### config.mk
export PLATFORM = sky130hd
export DESIGN_NAME = insertion_sort_engine_flat
export DESIGN_NICKNAME = d
export VERILOG_FILES = /design/src/rtl/core/ise_pkg.sv /design/src/rtl/core/ise_req_if.sv /design/src/rtl/core/ise_rsp_if.sv /design/src/rtl/core/ise_cell.sv /design/src/rtl/core/insertion_sort_engine.sv /design/src/flat_wrapper.sv
export SDC_FILE = /design/constraint.sdc
export NUM_CORES = 2
export LEC_CHECK = 0
export ABC_CLOCK_PERIOD_IN_PS = 9000
export BUFFER_PORTS_ARGS = -buffer_cell sky130_fd_sc_hd__buf_2
export CORE_MARGIN = 2
export CORE_UTILIZATION = 45
export DETAILED_ROUTE_END_ITERATION = 8
export PLACE_DENSITY = 0.66
export SYNTH_ARGS = -nofsm -noshare
export SYNTH_HDL_FRONTEND = slang
export SYNTH_SLANG_ARGS = --single-unit
### constraint.sdc
create_clock -name clock -period 9 [get_ports clock]
set_input_delay 0 -clock clock [delete_from_list [all_inputs] [get_ports clock]]
set_output_delay 0 -clock clock [all_outputs]
set_load 0.02 [all_outputs]
### src/rtl/core/ise_pkg.sv
// ise_pkg: shared types and constants of the insertion sort engine
// no dependencies; used by the interfaces, the cell and the top level
`default_nettype none

package ise_pkg;

   localparam int ISE_DEPTH = 16;
   localparam int ISE_VALUE_WIDTH = 32;

   typedef logic signed [ISE_VALUE_WIDTH-1:0] value_type;

   // controller state: loading a set or draining it
   typedef enum logic {
      ST_LOAD,
      ST_DRAIN
   } state_type;

   // per-cycle command broadcast to every cell
   typedef struct packed {
      logic insert_en;
      logic drain_en;
   } cell_ctl_type;

endpackage

`default_nettype wire

### src/rtl/core/ise_req_if.sv
// ise_req_if: request channel of the insertion sort engine
// depends on ise_pkg
`default_nettype none

interface ise_req_if
   import ise_pkg::*;
   ();
   logic      valid;
   logic      ready;
   value_type sample_value;
   logic      is_last;

   modport source (output valid, output sample_value, output is_last, input ready);
   modport sink   (input valid, input sample_value, input is_last, output ready);
endinterface

`default_nettype wire

### src/rtl/core/ise_rsp_if.sv
// ise_rsp_if: response channel of the insertion sort engine
// depends on ise_pkg
`default_nettype none

interface ise_rsp_if
   import ise_pkg::*;
   ();
   logic      valid;
   logic      ready;
   value_type sorted_value;
   logic      final_item;
   logic      overflowed;

   modport source (output valid, output sorted_value, output final_item,
                   output overflowed, input ready);
   modport sink   (input valid, input sorted_value, input final_item,
                   input overflowed, output ready);
endinterface

`default_nettype wire

### src/rtl/core/ise_cell.sv
// ise_cell: one slot of the sorting chain, holding a value and its valid bit
// depends on ise_pkg
`default_nettype none

module ise_cell
   import ise_pkg::*;
(
   input  logic         clock,
   input  logic         reset,
   input  cell_ctl_type ctl,
   input  value_type    sample_value,
   input  value_type    left_value,
   input  logic         left_valid,
   input  logic         left_greater,
   input  value_type    right_value,
   input  logic         right_valid,
   output value_type    value,
   output logic         valid,
   output logic         greater
);

   value_type value_ff, value_in;
   logic      valid_ff, valid_in;

   assign greater = valid_ff && (value_ff > sample_value);
   assign value   = value_ff;
   assign valid   = valid_ff;

   always_comb begin
      value_in = value_ff;
      valid_in = valid_ff;
      if (ctl.drain_en) begin
         value_in = right_value;
         valid_in = right_valid;
      end else if (ctl.insert_en) begin
         if (left_greater) begin
            // make room: take the neighbour's word
            value_in = left_value;
            valid_in = 1'b1;
         end else if (left_valid && (greater || !valid_ff)) begin
            value_in = sample_value;
            valid_in = 1'b1;
         end
      end
   end

   always_ff @(posedge clock) begin
      value_ff <= value_in;
      if (reset) begin
         valid_ff <= 1'b0;
      end else begin
         valid_ff <= valid_in;
      end
   end

endmodule

`default_nettype wire

### src/rtl/core/insertion_sort_engine.sv
// insertion_sort_engine: top level, a chain of ise_cell slots and the load/drain control
// depends on ise_pkg, ise_req_if, ise_rsp_if and ise_cell
`default_nettype none

// Stable streaming insertion sorter. While a set is loading, one word is taken
// on every cycle: the word is broadcast along a chain of DEPTH cells, each cell
// compares it with its own entry and the cells above the insertion point shift
// up by one in the same cycle, so equal values keep arrival order. A word that
// arrives with the chain full is dropped and the set is marked overflowed. The
// word flagged is_last is inserted (or dropped) as well, then the chain drains
// from its bottom cell, one sorted word per cycle of rsp handshake, pausing
// while the receiver holds rsp ready low. The request side is held off while
// draining and reopens in the cycle after the final word is taken. Reset clears
// the state, the overflow mark and the valid bits of the cells, but not the cell
// values.
module insertion_sort_engine
   import ise_pkg::*;
#(
   parameter int DEPTH = ISE_DEPTH
) (
   input  logic clock,
   input  logic reset,
   ise_req_if.sink   req_port,
   ise_rsp_if.source rsp_port
);

   state_type    state_ff, state_in;
   logic         overflow_ff, overflow_in;
   cell_ctl_type ctl;

   value_type        cell_value [DEPTH];
   logic [DEPTH-1:0] cell_valid;
   logic [DEPTH-1:0] cell_greater;

   logic req_accept;
   logic rsp_accept;
   logic full;

   assign full       = cell_valid[DEPTH-1];
   assign req_accept = req_port.valid && req_port.ready;
   assign rsp_accept = rsp_port.valid && rsp_port.ready;

   // cells: bottom cell sees an always-valid, never-greater neighbour on its left
   for (genvar i = 0; i < DEPTH; i++) begin : g_cell
      value_type left_value, right_value;
      logic      left_valid, left_greater, right_valid;

      if (i == 0) begin : g_bottom
         assign left_value   = req_port.sample_value;
         assign left_valid   = 1'b1;
         assign left_greater = 1'b0;
      end else begin : g_inner
         assign left_value   = cell_value[i-1];
         assign left_valid   = cell_valid[i-1];
         assign left_greater = cell_greater[i-1];
      end

      if (i == DEPTH-1) begin : g_top
         assign right_value = cell_value[i];
         assign right_valid = 1'b0;
      end else begin : g_below
         assign right_value = cell_value[i+1];
         assign right_valid = cell_valid[i+1];
      end

      ise_cell u_cell (
         .clock        (clock),
         .reset        (reset),
         .ctl          (ctl),
         .sample_value (req_port.sample_value),
         .left_value   (left_value),
         .left_valid   (left_valid),
         .left_greater (left_greater),
         .right_value  (right_value),
         .right_valid  (right_valid),
         .value        (cell_value[i]),
         .valid        (cell_valid[i]),
         .greater      (cell_greater[i])
      );
   end

   // response word comes straight from the bottom cell register
   assign rsp_port.sorted_value = cell_value[0];
   assign rsp_port.final_item   = !cell_valid[1];
   assign rsp_port.overflowed   = overflow_ff;

   // load/drain control
   always_comb begin
      state_in      = state_ff;
      overflow_in   = overflow_ff;
      ctl.insert_en = 1'b0;
      ctl.drain_en  = 1'b0;
      req_port.ready = 1'b0;
      rsp_port.valid = 1'b0;
      unique case (state_ff)
         ST_LOAD: begin
            // ready is high throughout loading, so valid alone marks a taken word
            req_port.ready = 1'b1;
            if (req_port.valid) begin
               // a full chain drops the word and marks the set
               ctl.insert_en = !full;
               if (full) begin
                  overflow_in = 1'b1;
               end
               if (req_port.is_last) begin
                  state_in = ST_DRAIN;
               end
            end
         end
         ST_DRAIN: begin
            // valid is high throughout draining, so ready alone marks a taken word
            rsp_port.valid = 1'b1;
            ctl.drain_en   = rsp_port.ready;
            if (rsp_port.ready && rsp_port.final_item) begin
               state_in    = ST_LOAD;
               overflow_in = 1'b0;
            end
         end
         default: begin
            state_in = ST_LOAD;
         end
      endcase
   end

   always_ff @(posedge clock) begin
      if (reset) begin
         state_ff    <= ST_LOAD;
         overflow_ff <= 1'b0;
      end else begin
         state_ff    <= state_in;
         overflow_ff <= overflow_in;
      end
   end

   // occupied cells always form a run from the bottom
   a_valid_run: assert property (@(posedge clock) disable iff (reset)
      $onehot({1'b0, cell_valid} + {{DEPTH{1'b0}}, 1'b1}))
      else $error("cell valid bits not contiguous");

   // bottom two cells stay in order
   a_bottom_order: assert property (@(posedge clock) disable iff (reset)
      cell_valid[1] |-> !(cell_value[0] > cell_value[1]))
      else $error("bottom cells out of order");

   // a last word always leaves at least one word to drain
   a_last_drains: assert property (@(posedge clock) disable iff (reset)
      (req_accept && req_port.is_last) |=> (rsp_port.valid && cell_valid[0]))
      else $error("set closed with nothing to drain");

   // the final word empties the chain and clears the overflow mark
   a_final_clears: assert property (@(posedge clock) disable iff (reset)
      (rsp_accept && rsp_port.final_item) |=> (cell_valid == '0 && !overflow_ff))
      else $error("chain not empty after final word");

endmodule

`default_nettype wire

### src/flat_wrapper.sv
// flat-port wrapper written by rule: the top's interface ports become plain ports
module insertion_sort_engine_flat import ise_pkg::*;
#(
   parameter int DEPTH = ISE_DEPTH
)
  (clock, reset, req_port_valid, req_port_sample_value, req_port_is_last, req_port_ready, rsp_port_valid, rsp_port_sorted_value, rsp_port_final_item, rsp_port_overflowed, rsp_port_ready);
  ise_req_if req_port_i ();
  ise_rsp_if rsp_port_i ();
  input  logic clock;
  input  logic reset;
  input wire logic [$bits(req_port_i.valid)-1:0] req_port_valid;
  input wire logic [$bits(req_port_i.sample_value)-1:0] req_port_sample_value;
  input wire logic [$bits(req_port_i.is_last)-1:0] req_port_is_last;
  output wire logic [$bits(req_port_i.ready)-1:0] req_port_ready;
  output wire logic [$bits(rsp_port_i.valid)-1:0] rsp_port_valid;
  output wire logic [$bits(rsp_port_i.sorted_value)-1:0] rsp_port_sorted_value;
  output wire logic [$bits(rsp_port_i.final_item)-1:0] rsp_port_final_item;
  output wire logic [$bits(rsp_port_i.overflowed)-1:0] rsp_port_overflowed;
  input wire logic [$bits(rsp_port_i.ready)-1:0] rsp_port_ready;
  assign req_port_i.valid = req_port_valid;
  assign req_port_i.sample_value = req_port_sample_value;
  assign req_port_i.is_last = req_port_is_last;
  assign req_port_ready = req_port_i.ready;
  assign rsp_port_valid = rsp_port_i.valid;
  assign rsp_port_sorted_value = rsp_port_i.sorted_value;
  assign rsp_port_final_item = rsp_port_i.final_item;
  assign rsp_port_overflowed = rsp_port_i.overflowed;
  assign rsp_port_i.ready = rsp_port_ready;
  insertion_sort_engine #(.DEPTH(DEPTH)) u_core (.clock(clock), .reset(reset), .req_port(req_port_i), .rsp_port(rsp_port_i));
endmodule
# Word-level counts from Yosys, hierarchy flattened
# Cells that the tools add are included.
[word_totals] ff_bits=530 input_bits=37 output_inout_bits=36 wordCells=290
[op_classes] magnitude_cmp=16 n_eq_ne=3 n_mux=135 bitwise=2 reduce_logical=100
[ops] op="32-bit two-way mux" n=61
[ops] op="32-bit > comparator" n=16
[ops] op="1-bit two-way mux" n=72
[ops] op="3-bit nonzero test" n=14
[ops] op="1-bit logical AND" n=32
[ops] op="2-bit AND reduction" n=16
[ops] op="1-bit zero test" n=16
[ops] op="1-bit logical OR" n=16
[ops] op="2-bit != test (second input constant)" n=3
[ops] op="3-bit AND reduction" n=2
[ops] op="2-bit nonzero test" n=3
[ops] op="1-bit case mux with 2 select lines" n=2
[ops] op="1-bit NOT" n=2
[ops] op="2-bit OR reduction" n=1

# Longest topological paths before layout
[logic_depth] word_depth=8 mapped_depth=12 depth_no_buf=10

# By module
# From an unflattened synthesis, not the netlist that was laid out.
[unflattened] cells_unflattened=4254 hier_area_um2=40765.3
[modules_own_cells] module="ise_cell" instances=16 cells_each=265 area_each_um2=2541.2 seq_area_each_um2=980.9
[modules_own_cells] module="insertion_sort_engine" instances=1 cells_each=14 area_each_um2=106.4 seq_area_each_um2=40.0

# Least setup slack after synthesis
# Ideal clock, no wire load.
[synth_path] path_type="reg-to-reg" start="register u_core.g_cell[8].u_cell.value_ff[10]" end="register u_core.g_cell[9].u_cell.value_ff[0], enable pin" setup_time_ns=0.441 arrival_ns=3.986 t_required_ns=8.559 slack_ns=4.573 stages_incl_launch_ff=9 path_buffers=0 synth_period_minus_slack_ns=4.427 cell_sequence="edfxtp_1 ha_1 nand4_1 or4_1 a21oi_1 o31ai_1 and3b_1 or3b_2 a31oi_1"
[synth_between] elab_chain_len=4
[synth_rtl] item="from (decl)" line_no="ise_cell.sv:22" rtl="value_type value_ff, value_in;"
[synth_rtl] item="from (signal assigned)" line_no="ise_cell.sv:48" rtl="value_ff <= value_in;"
[synth_rtl] item="32-bit > comparator" line_no="ise_cell.sv:25" rtl="assign greater = valid_ff && (value_ff > sample_value);"
[synth_rtl] item="1-bit logical AND" line_no="ise_cell.sv:25"
[synth_rtl] item="3-bit nonzero test (no source line)"
[synth_rtl] item="2-bit AND reduction (no source line)"
[synth_rtl] item="to (signal assigned)" line_no="ise_cell.sv:48"
[synth_rtl] item="to (decl)" line_no="ise_cell.sv:22"
# Every way passes these cells.
# A chain may end at the register's enable or synchronous reset.

# Worst setup path after layout
[layout_path] start="input port req_port_sample_value[15]" end="register u_core.g_cell[2].u_cell.value_ff[21], enable pin"
[layout_between] elab_chain_len=6 word_cells_on_any_way=8 classes_between="order compare: 2; reduce/logical: 6"
[layout_rtl] item="from (decl)" line_no="flat_wrapper.sv:12" rtl="input wire logic [$bits(req_port_i.sample_value)-1:0] req_port_sample_value;"
[layout_rtl] item="32-bit > comparator" line_no="ise_cell.sv:25"
[layout_rtl] item="1-bit logical AND" line_no="ise_cell.sv:25"
[layout_rtl] item="1-bit logical OR" line_no="ise_cell.sv:40" rtl="end else if (left_valid && (greater || !valid_ff)) begin"
[layout_rtl] item="1-bit logical AND" line_no="ise_cell.sv:40"
[layout_rtl] item="3-bit nonzero test (no source line) (*)"
[layout_rtl] item="2-bit AND reduction (no source line) (*)"
[layout_rtl] item="to (signal assigned)" line_no="ise_cell.sv:48"
[layout_rtl] item="to (decl)" line_no="ise_cell.sv:22"
# Mark *: on every way between the ends. The rest lies on a longest branch, timed or not.

==> results.sh <==
export IMPL_final_cell_mix="nand2_1 (568), edfxtp_1 (512), ha_1 (480)"
export IMPL_antenna_found_initial=3
export IMPL_avgSynthCellArea_um2=10.1
export IMPL_start_util_pct=45.6
export IMPL_hp_start="req_port_sample_value[0]"
export IMPL_cts_root_buffer="clkbuf_16"
export IMPL_synth_async_reset_ratio_pct=0
export IMPL_ios=73
export IMPL_rows=104
export IMPL_reg2reg_depth=9
export IMPL_worst_slew_pin_slew_ps=1220
export IMPL_p_per_area_nw_per_um2=175
export IMPL_mostFrequentLayoutCell="nand2_1"
export IMPL_core_um2=80800
export IMPL_cts_sinks=530
export IMPL_power_share_clock_pct=34.7
export IMPL_p_seq_share_pct=44.3
export IMPL_max_freq_mhz=197
export IMPL_arrival_ps=5360
export IMPL_cts_buffer_depth=3
export IMPL_maxCapViolations=0
export IMPL_final_period_utilization_pct=56.4
export IMPL_die_area_um2=84100
export IMPL_slew_viol_final=0
export IMPL_drc=0
export IMPL_grt_pass1_vias=29700
export IMPL_setup_viol=0
export IMPL_grt_pass1_wl_um=203000
export IMPL_synth_largest_area_cell="edfxtp_1"
export IMPL_drt_total_wl_um=139000
export IMPL_ir_drop_uv=155
export IMPL_drive_gt1_share_pct=9.14
export IMPL_track_usage_pct=32.2
export IMPL_synth_edf_count=512
export IMPL_fin_skew_ps=25.3
export IMPL_die_y_um=290
export IMPL_ys_seq_area_share_pct=42.7
export IMPL_setup_tns_ps=0
export IMPL_grt_ovfl_total=0
export IMPL_power_switching_share_pct=31.7
export IMPL_rsz0062_at_grt="no"
export IMPL_slew_headroom_pct=18.9
export IMPL_regToRegSetupSlack_ps=3970
export IMPL_syn_area_um2=36800
export IMPL_area_growth_pct=10.2
export IMPL_drt_wirelength_per_cell_um=29.1
export IMPL_final_cells=4772
export IMPL_cell_internal_pwr_uw=4860
export IMPL_synth_top_area_share_pct=41.7
export IMPL_tritoncts="built"
export IMPL_crit_path_max_fanout=17
export IMPL_die_width_um=290
export IMPL_ctsResizeCount=0
export IMPL_grt_max_degree=174
export IMPL_vias=31900
export IMPL_ant_nets=0
export IMPL_drtIter0Drc=4066
export IMPL_synth_area_leaders="edfxtp_1 (42%), ha_1 (16%), nand2_1 (5.8%), a221o_1 (4.5%), o211ai_1 (4.3%)"
export IMPL_leakagePower_uw=0.0157
export IMPL_insertion_delay_ps=650
export IMPL_required_ps=9280
export IMPL_crit_type="input pin to register"
export IMPL_synth_cell_types=69
export IMPL_reg2reg_from="u_core.g_cell[2].u_cell.value[14]$_DFFE_PP_"
export IMPL_p_comb_share_pct=21.1
export IMPL_synth_main_ff_cell="edfxtp_1"
export IMPL_cts_max_level=2
export IMPL_post_cts_buffers=0
export IMPL_reg2reg_to="u_core.g_cell[2].u_cell.value[21]$_DFFE_PP_"
export IMPL_period_needed_ps=5080
export IMPL_p_switching_uw=2250
export IMPL_place_congestion=1.03
export IMPL_crit_start="req_port_sample_value[15]"
export IMPL_ys_warnings_count=0
export IMPL_status="complete, no violations"
export IMPL_dp_hpwl_um=97100
export IMPL_hold_path_class="input pin to register"
export IMPL_startpoint_type="input pin"
export IMPL_worstHoldEndpoint="u_core.g_cell[7].u_cell.value[0]$_DFFE_PP_"
export IMPL_clk_pin_slew_ps=70
export IMPL_ys_seq_elements=530
export IMPL_holdPathStages=3
export IMPL_synth_nets=4167
export IMPL_dr_pass1_iters=6
export IMPL_hold_viol_final=0
export IMPL_avgViaCountPerCell=6.68
export IMPL_placedCellCount=4622
export IMPL_crit_path_end_kind="register"
export IMPL_cts_inserted_buffers=61
export IMPL_syn_inst=3650
export IMPL_portBuffers=72
export IMPL_finalNetCount=4178
-- layer usage --
layer	track usage, %	wire length [um]
met5	0	17
met4	17.4	8680
met3	4.64	12800
met2	49.6	61300
met1	43.9	56300
-- stage by stage --
step | setup WS, ps | total power (uW) | hold slack [ps] | instance area [um2] | utilization (%)
global route | 3950 | 7340 | 136 | 40600 | 50.2
floorplan | 4570 | 4060 | 160 | 36800 | -
global placement | 4080 | 4610 | 297 | 38300 | 47.4
finish | 3920 | 7100 | 104 | 40600 | 50.2
CTS | 4110 | 7070 | 78.5 | 40600 | 50.2
detailed placement | 3990 | 4630 | 300 | 38300 | 47.4
-- registers in the layout (all words and copies together), names as in the netlist --
name / flops
u_core.rsp_port.overflowed: 1
u_core.g_cell.u_cell.valid: 16
u_core.g_cell.u_cell.value: 512
u_core.state_ff: 1
-- Yosys cell counts, types with 6 or more instances --
master,number
a211o_1,6
buf_1,26
edfxtp_1,512
nor3_1,31
nand2_1,569
and4_1,11
a2111o_1,6
a21oi_1,258
o21bai_1,6
nor4_1,18
a211oi_1,28
nand2b_1,9
o211ai_2,32
ha_1,480
o221ai_1,8
mux2_2,36
buf_2,31
o211ai_1,209
buf_6,13
nand3_2,28
o21a_1,11
a21o_1,37
o21ai_0,64
dfxtp_1,18
nand3_1,236
buf_4,6
a221oi_1,9
clkbuf_1,135
a31oi_1,11
nand4_1,101
inv_1,70
a221o_1,164
a41oi_1,11
nor2b_1,24
nor2_1,296
and3_1,10
o31ai_1,6
mux2i_1,65
-- repair_timing --
| action | 4_1_cts | 5_1_grt |
|---|---|---|
| endpoints found under the setup margin | 0 | 0 |
| hold buffers | 36 | 0 |
| endpoints found under the hold margin | 125 | 0 |
-- power groups by stage --
stage,clock network (uW),logic [uW],registers [uW]
3_3_place_gp,0,1420,3190
5_1_grt,2560,1620,3150
6_report,2460,1500,3140
4_1_cts,2470,1470,3130
2_1_floorplan,0,938,3120
3_5_place_dp,0,1450,3180
-- critical path, cell delays in order --
cell and delay (ps):
dlygate4sd3_1 530, buf_2 160, inv_1 500, ha_1 270, nand4_1 290, nor4_1 990
o21ai_0 380, o211ai_1 280, a21oi_1 160, mux2_2 380, a41oi_4 860, buf_4 520
-- logic make-up (layout without fill, tap and decap cells) --
logic type | after synthesis | count (layout) | share of synthesized area [%]
adder cells (fa/ha/maj) | 480 | 480 | 16.3
AO/OA/AOI/OAI | 892 | 892 | 17.9
other | 0 | 1 | 0
buffers and inverters | 282 | 343 | 3.31
XOR/XNOR | 1 | 1 | 0.0238
multiplexers | 103 | 103 | 2.93
AND/OR/NAND/NOR | 1362 | 1362 | 16.8
flip-flops | 530 | 530 | 42.7
-- worst max path at each step --
stage	endpoint	slack, ps	cells past startpoint
floorplan	u_core.g_cell[9].u_cell.value[0]$_DFFE_PP_	4570	8
global placement	u_core.g_cell[2].u_cell.value[9]$_DFFE_PP_	4080	11
detailed placement	u_core.g_cell[2].u_cell.value[9]$_DFFE_PP_	3990	11
CTS	u_core.g_cell[2].u_cell.value[21]$_DFFE_PP_	4110	12
global route	u_core.g_cell[2].u_cell.value[22]$_DFFE_PP_	3950	12
finish	u_core.g_cell[2].u_cell.value[21]$_DFFE_PP_	3920	12
-- cell type report --
class | instances | area (um2)
inverter | 71 | 267
multi-input combinational | 2838 | 20200
clock inverter | 28 | 209
antenna | 1 | 2.50
timing repair buffer | 159 | 1150
fill | 7325 | 40200
clock buffer | 85 | 1690
tap | 1060 | 1330
sequential | 530 | 15700
Note: power is estimated with default switching activity, not from simulation.
